`src/hdl/rtc_pkg.sv`:
```
// ---------------------------------------------------------------------------
// rtc_pkg
// Shared beat types, operation codes and register map of the real-time
// counter peripheral.
// ---------------------------------------------------------------------------
package rtc_pkg;

	localparam int unsigned DATA_W    = 32;
	localparam int unsigned INDEX_W   = 5;
	localparam int unsigned CMP_OUT_W = 4;

	typedef enum logic [1:0] {
		OP_READ  = 2'd0,
		OP_WRITE = 2'd1,
		OP_TICK  = 2'd2
	} op_t;

	localparam logic [INDEX_W-1:0] REG_TASK_START = 5'd0;
	localparam logic [INDEX_W-1:0] REG_TASK_STOP  = 5'd1;
	localparam logic [INDEX_W-1:0] REG_TASK_CLEAR = 5'd2;
	localparam logic [INDEX_W-1:0] REG_TASK_OVF   = 5'd3;
	localparam logic [INDEX_W-1:0] REG_EVT_TICK   = 5'd4;
	localparam logic [INDEX_W-1:0] REG_EVT_LAST   = 5'd9;
	localparam logic [INDEX_W-1:0] REG_INTEN      = 5'd10;
	localparam logic [INDEX_W-1:0] REG_INTENSET   = 5'd11;
	localparam logic [INDEX_W-1:0] REG_INTENCLR   = 5'd12;
	localparam logic [INDEX_W-1:0] REG_EVTEN      = 5'd13;
	localparam logic [INDEX_W-1:0] REG_EVTENSET   = 5'd14;
	localparam logic [INDEX_W-1:0] REG_EVTENCLR   = 5'd15;
	localparam logic [INDEX_W-1:0] REG_COUNTER    = 5'd16;
	localparam logic [INDEX_W-1:0] REG_PRESCALER  = 5'd17;
	localparam logic [INDEX_W-1:0] REG_CC0        = 5'd18;
	localparam logic [INDEX_W-1:0] REG_CC_LAST    = 5'd21;

	// enable bit positions in INTEN and EVTEN
	localparam int unsigned EN_TICK_BIT = 0;
	localparam int unsigned EN_OVF_BIT  = 1;
	localparam int unsigned EN_CMP_BIT  = 16;

	typedef struct packed {
		op_t                operation;
		logic [INDEX_W-1:0] reg_index;
		logic [DATA_W-1:0]  write_data;
	} rtc_in_t;

	typedef struct packed {
		logic [DATA_W-1:0]    read_data;
		logic                 irq;
		logic                 tick_pulse;
		logic                 overflow_pulse;
		logic [CMP_OUT_W-1:0] compare_pulses;
	} rtc_out_t;

endpackage

```
`src/hdl/rtc_counter_compare_peripheral_core.sv`:
```
// ---------------------------------------------------------------------------
// rtc_counter_compare_peripheral_core
// Low-frequency real-time counter with prescaler, compare channels, event
// routing and interrupt, driven by register beats and clock-tick beats.
// ---------------------------------------------------------------------------
// a result beat is registered into the output queue when its input beat is taken
// throughput: one beat per cycle while the output queue is not full; register update and result are one pass
// a two-entry output queue keeps input open while a result waits
// reset: counter stopped, all registers, events and enables cleared
module rtc_counter_compare_peripheral_core #(
	parameter int unsigned CHANNELS       = 4,
	parameter int unsigned COUNTER_BITS   = 24,
	parameter int unsigned PRESCALER_BITS = 12
) (
	input  logic              clk,
	input  logic              arst_n,
	input  logic              in_valid,
	output logic              in_ready,
	input  rtc_pkg::rtc_in_t  in_data,
	output logic              out_valid,
	input  logic              out_ready,
	output rtc_pkg::rtc_out_t out_data
);
	import rtc_pkg::*;

	localparam int unsigned EW = 2 + CHANNELS;
	localparam logic [COUNTER_BITS-1:0] OVF_LOAD =
		{COUNTER_BITS{1'b1}} - COUNTER_BITS'(15);

	logic [COUNTER_BITS-1:0]   count_q, count_n;
	logic [PRESCALER_BITS-1:0] presc_q, presc_n;
	logic [PRESCALER_BITS-1:0] phase_q, phase_n;
	logic                      running_q, running_n;
	logic [EW-1:0]             evt_q, evt_n;
	logic [DATA_W-1:0]         inten_q, inten_n;
	logic [DATA_W-1:0]         evten_q, evten_n;
	logic [COUNTER_BITS-1:0]   cmp_q [CHANNELS];
	logic [COUNTER_BITS-1:0]   cmp_n [CHANNELS];

	logic                      in_acc;
	rtc_out_t                  res;
	logic [2:0]                ev_sel;
	logic [1:0]                cc_sel;
	logic [COUNTER_BITS-1:0]   cnt_inc;
	logic [DATA_W-1:0]         wd;
	logic [DATA_W-1:0]         flag_mask;

	logic [1:0]                lvl_q, lvl_pop;
	logic                      pop;
	rtc_out_t                  e0_q, e1_q;

	assign in_acc  = in_valid && in_ready;
	assign ev_sel  = 3'(in_data.reg_index - REG_EVT_TICK);
	assign cc_sel  = 2'(in_data.reg_index - REG_CC0);
	assign cnt_inc = count_q + COUNTER_BITS'(1);
	assign wd      = in_data.write_data;

	always_comb begin
		count_n   = count_q;
		presc_n   = presc_q;
		phase_n   = phase_q;
		running_n = running_q;
		evt_n     = evt_q;
		inten_n   = inten_q;
		evten_n   = evten_q;
		cmp_n     = cmp_q;
		res       = '0;
		if (in_acc) begin
			unique case (in_data.operation)
				OP_READ: begin
					case (in_data.reg_index) inside
						[REG_EVT_TICK:REG_EVT_LAST]: begin
							for (int j = 0; j < EW; j++) begin
								if (ev_sel == 3'(j)) res.read_data = DATA_W'(evt_q[j]);
							end
						end
						[REG_INTEN:REG_INTENCLR]: res.read_data = inten_q;
						[REG_EVTEN:REG_EVTENCLR]: res.read_data = evten_q;
						REG_COUNTER: res.read_data = DATA_W'(count_q);
						REG_PRESCALER: res.read_data = DATA_W'(presc_q);
						[REG_CC0:REG_CC_LAST]: begin
							for (int c = 0; c < CHANNELS; c++) begin
								if (cc_sel == 2'(c)) res.read_data = DATA_W'(cmp_q[c]);
							end
						end
						default: ;
					endcase
				end
				OP_WRITE: begin
					case (in_data.reg_index) inside
						REG_TASK_START: begin
							if (wd != '0) begin
								running_n = 1'b1;
								phase_n   = '0;
							end
						end
						REG_TASK_STOP: if (wd != '0) running_n = 1'b0;
						REG_TASK_CLEAR: if (wd != '0) count_n = '0;
						REG_TASK_OVF: if (wd != '0) count_n = OVF_LOAD;
						[REG_EVT_TICK:REG_EVT_LAST]: begin
							for (int j = 0; j < EW; j++) begin
								if (ev_sel == 3'(j)) evt_n[j] = (wd != '0);
							end
						end
						REG_INTEN: inten_n = wd;
						REG_INTENSET: inten_n = inten_q | wd;
						REG_INTENCLR: inten_n = inten_q & ~wd;
						REG_EVTEN: evten_n = wd;
						REG_EVTENSET: evten_n = evten_q | wd;
						REG_EVTENCLR: evten_n = evten_q & ~wd;
						REG_COUNTER: count_n = wd[COUNTER_BITS-1:0];
						REG_PRESCALER: if (!running_q) presc_n = wd[PRESCALER_BITS-1:0];
						[REG_CC0:REG_CC_LAST]: begin
							for (int c = 0; c < CHANNELS; c++) begin
								if (cc_sel == 2'(c)) cmp_n[c] = wd[COUNTER_BITS-1:0];
							end
						end
						default: ;
					endcase
				end
				OP_TICK: begin
					if (running_q) begin
						if (phase_q < presc_q) begin
							phase_n = phase_q + PRESCALER_BITS'(1);
						end else begin
							phase_n = '0;
							count_n = cnt_inc;
							if (cnt_inc == '0) begin
								evt_n[1]           = 1'b1;
								res.overflow_pulse = evten_q[EN_OVF_BIT];
							end
							evt_n[0]       = 1'b1;
							res.tick_pulse = evten_q[EN_TICK_BIT];
							for (int c = 0; c < CHANNELS; c++) begin
								if (!evt_q[2+c] && cmp_q[c] != '0 && cmp_q[c] == cnt_inc) begin
									evt_n[2+c]            = 1'b1;
									res.compare_pulses[c] = evten_q[EN_CMP_BIT+c];
								end
							end
						end
					end
				end
				default: ;
			endcase
		end
		flag_mask = '0;
		flag_mask[EN_TICK_BIT] = evt_n[0];
		flag_mask[EN_OVF_BIT]  = evt_n[1];
		for (int c = 0; c < CHANNELS; c++) begin
			flag_mask[EN_CMP_BIT+c] = evt_n[2+c];
		end
		res.irq = |(flag_mask & inten_n);
	end

	always_ff @(posedge clk or negedge arst_n) begin
		if (!arst_n) begin
			count_q   <= '0;
			presc_q   <= '0;
			phase_q   <= '0;
			running_q <= 1'b0;
			evt_q     <= '0;
			inten_q   <= '0;
			evten_q   <= '0;
			for (int c = 0; c < CHANNELS; c++) begin
				cmp_q[c] <= '0;
			end
		end else if (in_acc) begin
			count_q   <= count_n;
			presc_q   <= presc_n;
			phase_q   <= phase_n;
			running_q <= running_n;
			evt_q     <= evt_n;
			inten_q   <= inten_n;
			evten_q   <= evten_n;
			cmp_q     <= cmp_n;
		end
	end

	// two-entry output queue, head in e0_q
	assign pop       = (lvl_q != 2'd0) && out_ready;
	assign lvl_pop   = lvl_q - 2'(pop);
	assign in_ready  = (lvl_q != 2'd2);
	assign out_valid = (lvl_q != 2'd0);
	assign out_data  = e0_q;

	always_ff @(posedge clk or negedge arst_n) begin
		if (!arst_n) begin
			lvl_q <= '0;
		end else begin
			lvl_q <= lvl_pop + 2'(in_acc);
		end
	end

	always_ff @(posedge clk) begin
		if (pop && lvl_q == 2'd2) e0_q <= e1_q;
		if (in_acc) begin
			if (lvl_pop == 2'd0) e0_q <= res;
			else e1_q <= res;
		end
	end

	a_lvl_range: assert property (@(posedge clk) disable iff (!arst_n)
		lvl_q != 2'd3)
		else $error("output queue level out of range");

	a_stopped_hold: assert property (@(posedge clk) disable iff (!arst_n)
		in_acc && !running_q && in_data.operation == OP_TICK |=> $stable(count_q))
		else $error("counter moved while stopped");

	a_presc_lock: assert property (@(posedge clk) disable iff (!arst_n)
		in_acc && running_q && in_data.operation == OP_WRITE
		&& in_data.reg_index == REG_PRESCALER |=> $stable(presc_q))
		else $error("prescaler changed while running");

	a_pulse_on_tick: assert property (@(posedge clk) disable iff (!arst_n)
		in_acc && in_data.operation != OP_TICK |-> !res.tick_pulse
		&& !res.overflow_pulse && res.compare_pulses == '0)
		else $error("event pulse outside a tick beat");

endmodule

```
`config.mk`:
```
export PLATFORM = sky130hd
export DESIGN_NAME = rtc_counter_compare_peripheral_core
export DESIGN_NICKNAME = d
export VERILOG_FILES = /design/src/hdl/rtc_pkg.sv /design/src/hdl/rtc_counter_compare_peripheral_core.sv
export SDC_FILE = /design/constraint.sdc
export NUM_CORES = 1
export LEC_CHECK = 0
export BUFFER_PORTS_ARGS = -buffer_cell sky130_fd_sc_hd__buf_2
export CAP_MARGIN = 30
export CORE_UTILIZATION = 30
export DETAILED_ROUTE_END_ITERATION = 8
export PLACE_DENSITY = 0.43
export SKIP_CTS_REPAIR_TIMING = 1
export SLEW_MARGIN = 20
export SYNTH_ARGS = -nofsm -noshare
export SYNTH_HDL_FRONTEND = slang
export SYNTH_SLANG_ARGS = --single-unit
```
`constraint.sdc`:
```
create_clock -name clk -period 12.67 [get_ports clk]
set_input_delay 1.267 -clock clk [delete_from_list [all_inputs] [get_ports clk]]
set_output_delay 1.267 -clock clk [all_outputs]
set_load 0.02 [all_outputs]
```
; Yosys cells after proc, flatten, opt, wreduce, memory -nomap -nowiden
; Cells that the tools add are included.
[totals]
regBits = 295
latchBits = 0
mem_bits_rw = 0
mem_bits_ro = 0
inputBits = 43
output_inout_bits = 41
word_cells = 233
memories = 0
[classes]
addsub = 6
multipliers = 0
n_div = 0
n_lt_le_gt_ge = 9
eq_ne = 43
shifts = 0
mux = 87
n_bitwise = 21
reduce_logical = 45
[op_table]
columns = cell, count
row1 = 2-to-1 mux 32 bit, 24
row2 = 2-to-1 mux 24 bit, 20
row3 = 2-to-1 mux 39 bit, 3
row4 = equality test 24 bit, 4
row5 = nonzero test 24 bit, 4
row6 = AND reduction 17 bit, 4
row7 = 2-to-1 mux 6 bit, 11
row8 = AND 32 bit, 2
row9 = OR 32 bit, 2
row10 = 2-to-1 mux 12 bit, 4
row11 = one-hot mux 24 bit (2 select lines), 1
row12 = AND 20 x 32 -> 32 bit, 1
row13 = "!= test 4 bit, second input constant", 8
row14 = inverter 32 bit, 1
row15 = AND reduction 16 bit, 2
row16 = nonzero test 32 bit, 1
row17 = OR reduction 32 bit, 1
row18 = "equality test 5 x 4 -> 1 bit, second input constant", 6
row19 = "adder 24 x 1 -> 24 bit, second input constant", 1
row20 = zero test 24 bit, 1
row21 = one-hot mux 12 bit (2 select lines), 1
row22 = 2-to-1 mux 1 bit, 22
row23 = "less-or-equal comparator 5 x 4 -> 1 bit, second input constant", 3
row24 = logical AND 1 bit, 15
row25 = other kinds (32), 69

; Depth between registers and ports, before layout
; Gate-level depths: netlist (run 1).
[depth]
word_depth = 16
mapped_depth = 13

; Worst setup path after synthesis (run 1)
; OpenSTA, ideal clock, no wires.
[synth_timing]
path_kind = input-to-reg
from = input port out_ready
to = register e1_q[0] (netlist bit), enable pin
setup_time_ns = 0.495
arrival_time_ns = 4.839
t_required_ns = 12.175
slack_ns = 7.336
cell_stages = 5
cell_sequence = clkbuf_1 and2_1 ha_1 xnor2_1 a21boi_0
[synth_via]
elab_chain_len = 5
[synth_lines]
columns = item, line_no
row1 = from (decl), rtc_counter_compare_peripheral_core.sv:21  ; input logic out_ready,
row2 = logical AND 1 bit, rtc_counter_compare_peripheral_core.sv:180  ; assign pop = (lvl_q != 2'd0) && out_ready;
row3 = subtractor 2 x 1 -> 2 bit, rtc_counter_compare_peripheral_core.sv:181  ; assign lvl_pop = lvl_q - 2'(pop);
row4 = zero test 2 bit, rtc_counter_compare_peripheral_core.sv:197  ; if (lvl_pop == 2'd0) e0_q <= res;
row5 = inverter 1 bit (no source line), -
row6 = AND reduction 2 bit (no source line), -
row7 = to (signal assigned), rtc_counter_compare_peripheral_core.sv:198  ; else e1_q <= res;
row8 = to (decl), rtc_counter_compare_peripheral_core.sv:50  ; rtc_out_t e0_q, e1_q;
; Every way passes these cells.
; A chain may end at the register's enable or synchronous reset.

; Final worst setup path (run 1)
[layout_timing]
from = register count_q[0]
to = register e0_q, in the netlist out_data[6]
[layout_via]
elab_chain_len = 12
elab_cells_between_ends = 23
classes_between = 1 x add/sub / 4 x eq/ne / 11 x mux / 1 x bitwise / 6 x reduce/logical
[layout_lines]
columns = item, line_no
row1 = from (decl), rtc_counter_compare_peripheral_core.sv:30  ; logic [COUNTER_BITS-1:0] count_q, count_n;
row2 = from (signal assigned), rtc_counter_compare_peripheral_core.sv:168  ; count_q <= count_n;
row3 = adder 24 x 1 -> 24 bit (*), rtc_counter_compare_peripheral_core.sv:55  ; assign cnt_inc = count_q + COUNTER_BITS'(1);
row4 = equality test 24 bit, rtc_counter_compare_peripheral_core.sv:135  ; if (!evt_q[2+c] && cmp_q[c] != '0 && cmp_q[c] == cnt_inc) begin
row5 = logical AND 1 bit, rtc_counter_compare_peripheral_core.sv:135
row6 = 2-to-1 mux 1 bit, rtc_counter_compare_peripheral_core.sv:135
row7 = 2-to-1 mux 6 bit (*), rtc_counter_compare_peripheral_core.sv:123  ; if (phase_q < presc_q) begin
row8 = 2-to-1 mux 6 bit (*), rtc_counter_compare_peripheral_core.sv:122  ; if (running_q) begin
row9 = one-hot mux 6 bit (2 select lines) (*), rtc_counter_compare_peripheral_core.sv:69  ; unique case (in_data.operation)
row10 = 2-to-1 mux 6 bit (*), rtc_counter_compare_peripheral_core.sv:68  ; if (in_acc) begin
row11 = AND 20 x 32 -> 32 bit (*), rtc_counter_compare_peripheral_core.sv:152  ; res.irq = |(flag_mask & inten_n);
row12 = OR reduction 32 bit (*), rtc_counter_compare_peripheral_core.sv:152
row13 = 2-to-1 mux 39 bit (*), rtc_counter_compare_peripheral_core.sv:197
row14 = 2-to-1 mux 39 bit (*), rtc_counter_compare_peripheral_core.sv:196  ; if (in_acc) begin
row15 = to (signal assigned), rtc_counter_compare_peripheral_core.sv:195  ; if (pop && lvl_q == 2'd2) e0_q <= e1_q;
row16 = to (signal assigned), rtc_counter_compare_peripheral_core.sv:197
row17 = to (decl), rtc_counter_compare_peripheral_core.sv:50
; Every way passes the cells marked *; elsewhere a longest branch is shown, timed or not.

==> results.sh, run 1 <==
export IMPL_status="finished clean"
export IMPL_finalSetupTns_ps=0
export IMPL_layout_common_cells="217 x dfrtp_1, 154 x a21oi_1, 151 x nand2_1"
export IMPL_setup_slack_ps=8020
export IMPL_cp_data_required_time_ps=13150
export IMPL_ant_nets=0
export IMPL_hpwl_um=53400
export IMPL_ys_seq_area_share_pct=41.9
export IMPL_endpoint_kind="flop"
export IMPL_worst_pin_slew_ps=1060
export IMPL_io_buffer_count=83
export IMPL_synth_top_cell_area_share_pct=30.9
export IMPL_cts_clk_slew_worst_paths_ps=60
export IMPL_report_final_slew_viol_count=0
export IMPL_critical_path_class="flop to flop"
export IMPL_grt_max_degree=87
export IMPL_whs_ps=495
export IMPL_wire_per_inst_um=27.9
export IMPL_clock_skew_ps=20.3
export IMPL_insertion_delay_ps=560
export IMPL_start_kind="flop"
export IMPL_io_pins=84
export IMPL_cp_max_fo=12
export IMPL_holdCritPathClass="flop to flop"
export IMPL_leakage_nw=8.06
export IMPL_async_reset_ff_share_pct=73.6
export IMPL_grtUsageMet3_pct=3.93
export IMPL_powerDensity_nw_per_um2=191
export IMPL_ir_worst_vdd_mv=0.172
export IMPL_fin_crit_ps=4650
export IMPL_cts_root_buffer="clkbuf_16"
export IMPL_synth_cell_types=81
export IMPL_layout_commonest_cell="dfrtp_1"
export IMPL_grt_usage_pct=25.1
export IMPL_ys_warn_count=0
export IMPL_num_rows=88
export IMPL_drt_initial_drc_count=1809
export IMPL_crit_arrival_ps=5130
export IMPL_vias=15900
export IMPL_finalHoldViolCount=0
export IMPL_report_power_total_mw=3.82
export IMPL_die_h_um=244
export IMPL_place_ws_ps=8040
export IMPL_cts_sinks=295
export IMPL_viasPerCell=5.88
export IMPL_max_freq_ghz=0.215
export IMPL_syn_area_um2=17600
export IMPL_cts_tree="built"
export IMPL_firstDrtPassIters=6
export IMPL_synth_top_area_cell="dfrtp_1"
export IMPL_die_w_um=244
export IMPL_drive_gt1_share_pct=16.6
export IMPL_cts_buffers_inserted=37
export IMPL_htree_levels=2
export IMPL_maxCapViolations=0
export IMPL_antennaDiodeCount=0
export IMPL_syn_instance_count=1908
export IMPL_place_congestion=0.975
export IMPL_clockBufferDepth=3
export IMPL_postLayoutCoreUtil_pct=34.5
export IMPL_drc=0
export IMPL_slew_headroom_pct=28.9
export IMPL_use_met2_pct=38.9
export IMPL_grt_pass1_wl_um=111000
export IMPL_ys_flop_type="dfrtp_1"
export IMPL_synth_seq_cells=295
export IMPL_wirelength_um=75300
export IMPL_synth_edff_count=39
export IMPL_grt_busiest_layer="met2"
export IMPL_grt_use_met1_pct=35.5
export IMPL_period_share_pct=36.7
export IMPL_synth_area_leaders="dfrtp_1 31%, edfxtp_1 6.7%, mux2_2 6.1%, dfxtp_1 4.4%, a21oi_1 4.4%"
export IMPL_initial_utilization_pct=30.5
export IMPL_fin_nets=1965
export IMPL_antenna_found_initial=2
export IMPL_die_area_um2=59600
export IMPL_gr_total_overflow=0
export IMPL_rsz0062_at_grt="no"
export IMPL_synth_nets=1969
export IMPL_synth_area_per_cell_um2=9.23
export IMPL_grt_pass1_vias=15200
export IMPL_synthToLayoutAreaGrowth_pct=13.3
export IMPL_setup_violations_final=0
export IMPL_core_um2=57800
## metrics by stage
step / instances / instance area, µm²
floorplan: 1908 / 17600
global placement: 2628 / 18700
detailed placement: 2630 / 18700
CTS: 2697 / 19900
global route: 2697 / 19900
finish: 2697 / 19900
## kinds of logic (layout without fill, tap and decap cells)
| group | Yosys count | in the layout | share of synthesized area (%) |
|---|---|---|---|
| and+or+nand+nor | 581 | 581 | 16.7 |
| AOI/OAI and AO/OA | 542 | 542 | 19.7 |
| DFF | 295 | 295 | 41.9 |
| buffers and inverters | 206 | 230 | 4.58 |
| muxes | 151 | 151 | 9.70 |
| xor gates and xnor gates | 115 | 115 | 6.03 |
| adders and majority gates | 18 | 18 | 1.28 |
## synthesized netlist by cell type, types with 38 or more instances
library cell,count
nor3_1,52
nor2_1,129
mux2_2,96
o21ai_0,144
edfxtp_1,39
nand2_1,152
xnor2_1,74
clkbuf_1,133
a21oi_1,154
nor4_1,57
dfrtp_1,217
mux2i_1,49
dfxtp_1,39
nand3_1,52
inv_1,38
## layer usage
metal	vias up	wire length, µm
met5	-	26
met4	4	2460
met3	133	5330
met2	730	33800
met1	7937	33600
li1	7065	-
## final cells by class
| cell class | instances | area (µm²) |
|---|---|---|
| Multi-Input combinational cell | 1407 | 9500 |
| Clock buffer | 53 | 1080 |
| Inverter | 40 | 150 |
| Timing Repair Buffer | 123 | 749 |
| Sequential cell | 295 | 7380 |
| Fill cell | 5918 | 37900 |
| Tap cell | 765 | 957 |
| Clock inverter | 14 | 130 |
## worst max-delay path: stages, from the launching register on
cell	delay (ps)
dfrtp_1	640
ha_1	480
and4_1	370
nand4_1	410
nor3_1	640
xnor2_1	270
xor2_1	350
nand2_1	100
nor4_1	810
a221oi_1	280
a41oi_2	210
## final timing paths
check | depth (start not counted) | end | from | slack (ps)
setup / recovery | 10 | out_data[6]$_DFF_P_ | count_q[0]$_DFFE_PN0P_ | 8020
hold / removal | 1 | flop | flop | 490
setup reg to reg | 10 | out_data[6]$_DFF_P_ | count_q[0]$_DFFE_PN0P_ | 8020
hold reg to reg | 1 | flop | flop | 490
max in group asynchronous | 2 | cmp_q[45]$_DFFE_PN0P_ | arst_n | 10590
min in group asynchronous | 1 | lvl_q[1]$_DFF_PN0_ | arst_n | 700
## power breakdown
part / leakage (nW) / internal [mW] / switching, mW
clock network: 0.593 / 0.634 / 0.441
logic: 3.91 / 0.477 / 0.738
registers: 3.56 / 1.18 / 0.349
Power figures use the tool's default switching activity.
==> run 2, diff against run 1 <==
- ABC_AREA: unset -> 1
- PLACE_DENSITY: 0.43 -> 0.44
- clock period: 12.67 -> 3.95 ns (I/O delays scaled with it)
==> results.sh, run 2 <==
export IMPL_status="finished clean"
export IMPL_synth_nets=2407
export IMPL_clock_skew_ps=23.0
export IMPL_endpoint_kind="flop"
export IMPL_rsz0062_at_grt="no"
export IMPL_htree_levels=2
export IMPL_cts_clk_slew_worst_paths_ps=60
export IMPL_holdCritPathClass="input pin to flop"
export IMPL_wirelength_um=72900
export IMPL_crit_chain="ha_1, nand2_4, nor2_8, nand4_2, nand2_2, nor3b_1, nand3_1, nor2_1, nand4_1, nand2_1, nand3_1, nand2_1, inv_2, nand3_1, nor2_1, inv_1"
export IMPL_ys_warn_count=0
export IMPL_io_pins=84
export IMPL_maxCapViolations=0
export IMPL_whs_ps=166
export IMPL_grt_usage_pct=25.2
export IMPL_synth_cell_types=56
export IMPL_fin_crit_ps=3410
export IMPL_yosys_top_cells_count="537 x nand2_1, 298 x inv_1, 273 x o21ai_0"
export IMPL_antenna_found_initial=0
export IMPL_setup_slack_ps=538
export IMPL_clkPwrFrac_pct=27.5
export IMPL_internal_power_mw=7.44
export IMPL_grt_max_degree=100
export IMPL_critical_path_class="flop to flop"
export IMPL_ant_nets=0
export IMPL_leakage_nw=9.13
export IMPL_finalSetupTns_ps=0
export IMPL_drive_gt1_share_pct=10.8
export IMPL_p_sw_mw=5.32
export IMPL_ys_seq_area_share_pct=43.2
export IMPL_postLayoutCoreUtil_pct=35.1
export IMPL_die_area_um2=57900
export IMPL_cp_top_family="simple AND/OR/NAND/NOR gates"
export IMPL_num_rows=87
export IMPL_synth_top_cell_area_share_pct=31.8
export IMPL_insertion_delay_ps=570
export IMPL_cts_root_buffer="clkbuf_16"
export IMPL_cts_tree="built"
export IMPL_antennaDiodeCount=0
export IMPL_ys_flop_type="dfrtp_1"
export IMPL_powerDensity_nw_per_um2=646
export IMPL_max_stage_delay_ps=560
export IMPL_swShare_pct=41.7
export IMPL_worst_pin_slew_ps=890
export IMPL_synth_most_common_cell="nand2_1"
export IMPL_report_power_total_mw=12.8
export IMPL_cts_sinks=295
export IMPL_wire_per_inst_um=22.7
export IMPL_hpwl_um=54800
export IMPL_cp_slowest_cell="dfrtp_1"
export IMPL_cp_max_fo=9
export IMPL_slew_headroom_pct=40.7
export IMPL_cts_buffers_inserted=38
export IMPL_finalHoldViolCount=0
export IMPL_max_freq_ghz=0.293
export IMPL_grt_pass1_vias=16000
export IMPL_viasPerCell=5.26
export IMPL_synth_seq_cells=295
export IMPL_die_h_um=241
export IMPL_layout_common_cells="537 x nand2_1, 296 x inv_1, 272 x o21ai_0"
export IMPL_vias=16900
export IMPL_place_ws_ps=535
export IMPL_syn_area_um2=17100
export IMPL_drc=0
export IMPL_crit_buf_inv=2
export IMPL_syn_instance_count=2346
export IMPL_die_w_um=241
export IMPL_cp_common_cell="nand3_1"
export IMPL_report_final_slew_viol_count=0
export IMPL_combPwrFrac_pct=35.7
export IMPL_seqPwrFrac_pct=36.8
export IMPL_crit_arrival_ps=3840
export IMPL_ir_worst_vdd_mv=0.404
export IMPL_period_share_pct=86.4
export IMPL_initial_utilization_pct=30.3
export IMPL_synth_top_area_cell="dfrtp_1"
export IMPL_cp_data_required_time_ps=4380
export IMPL_layout_commonest_cell="nand2_1"
export IMPL_synth_area_per_cell_um2=7.29
export IMPL_firstDrtPassIters=5
export IMPL_place_congestion=0.966
export IMPL_async_reset_ff_share_pct=73.6
export IMPL_synth_edff_count=39
export IMPL_io_buffer_count=83
export IMPL_fin_nets=2483
export IMPL_synthToLayoutAreaGrowth_pct=15.7
export IMPL_start_kind="flop"
export IMPL_core_um2=56400
export IMPL_grt_pass1_wl_um=107000
export IMPL_setup_violations_final=0
export IMPL_synth_area_leaders="dfrtp_1 32%, nand2_1 12%, o21ai_0 8.0%, edfxtp_1 6.9%, inv_1 6.5%"
export IMPL_drt_initial_drc_count=1515
export IMPL_clockBufferDepth=3
export IMPL_gr_total_overflow=0
[run 2: cell count changes after synthesis, sizes merged, moves of 66 or more]
cell	delta
xnor2	-66
inv	+277
mux2	-96
nand2	+411
o21ai	+135
nand3	+90
nor2	+114
[run 2: through the flow]
step                      std cells  area [µm²]
after floorplan                2346       17100
after global placement         3136       18500
after detailed placement       3136       18500
after CTS                      3206       19700
after global routing           3208       19800
final                          3208       19800
[run 2: final cells by class]
cell class | count | area (µm²)
Fill cell | 6186 | 36600
Multi-Input combinational cell | 1631 | 8130
Sequential cell | 295 | 7380
Inverter | 321 | 1200
Clock buffer | 54 | 1080
Tap cell | 756 | 946
Timing Repair Buffer | 135 | 863
Clock inverter | 16 | 160
[run 2: worst register-to-register path: cells and delay by family, from the launching register on]
kind	cells	cell delay, ps
simple gates	13	2300
fa+ha+maj	1	340
flops	1	560
buf+inv	2	80
[run 2: worst paths after layout]
path | startpoint | endpoint | slack (ps) | cells after the start
worst max-delay path | count_q[0]$_DFFE_PN0P_ | e1_q[6]$_DFFE_PP_ | 540 | 16
worst min-delay path | in_data[31] | flop | 170 | 3
worst max register to register | count_q[0]$_DFFE_PN0P_ | e1_q[6]$_DFFE_PP_ | 540 | 16
worst min register to register | out_data[26]$_DFF_P_ | out_data[26]$_DFF_P_ | 480 | 2
max in group asynchronous | arst_n | async pin | 2390 | 3
min in group asynchronous | arst_n | cmp_q[8]$_DFFE_PN0P_ | 480 | 2
[run 2: per-layer routing]
layer  routed length, µm  global-route usage [%]
met1               33800                    35.5
met2               32600                    39.3
met3                3740                    2.72
met4                2800                    9.71
met5                   0                       0
[run 2: cell families after synthesis]
kind of cell             Yosys count  synth area share (%)
buffers and inverters            420                  9.36
flip-flops                       295                  43.2
XOR/XNOR                          32                  1.75
AO/OA/AOI/OAI                    576                  19.4
adder cells (fa/ha/maj)           18                  1.32
AND/OR/NAND/NOR                 1005                  25.0
[run 2: power groups by stage]
stage	sequential [mW]	combinational (mW)	clock, mW
final	4.70	4.56	3.50
after global routing	4.79	5.08	3.69
after CTS	4.69	4.55	3.59
after detailed placement	4.73	4.53	0
after global placement	4.73	4.54	0
after floorplan	4.69	2.78	0
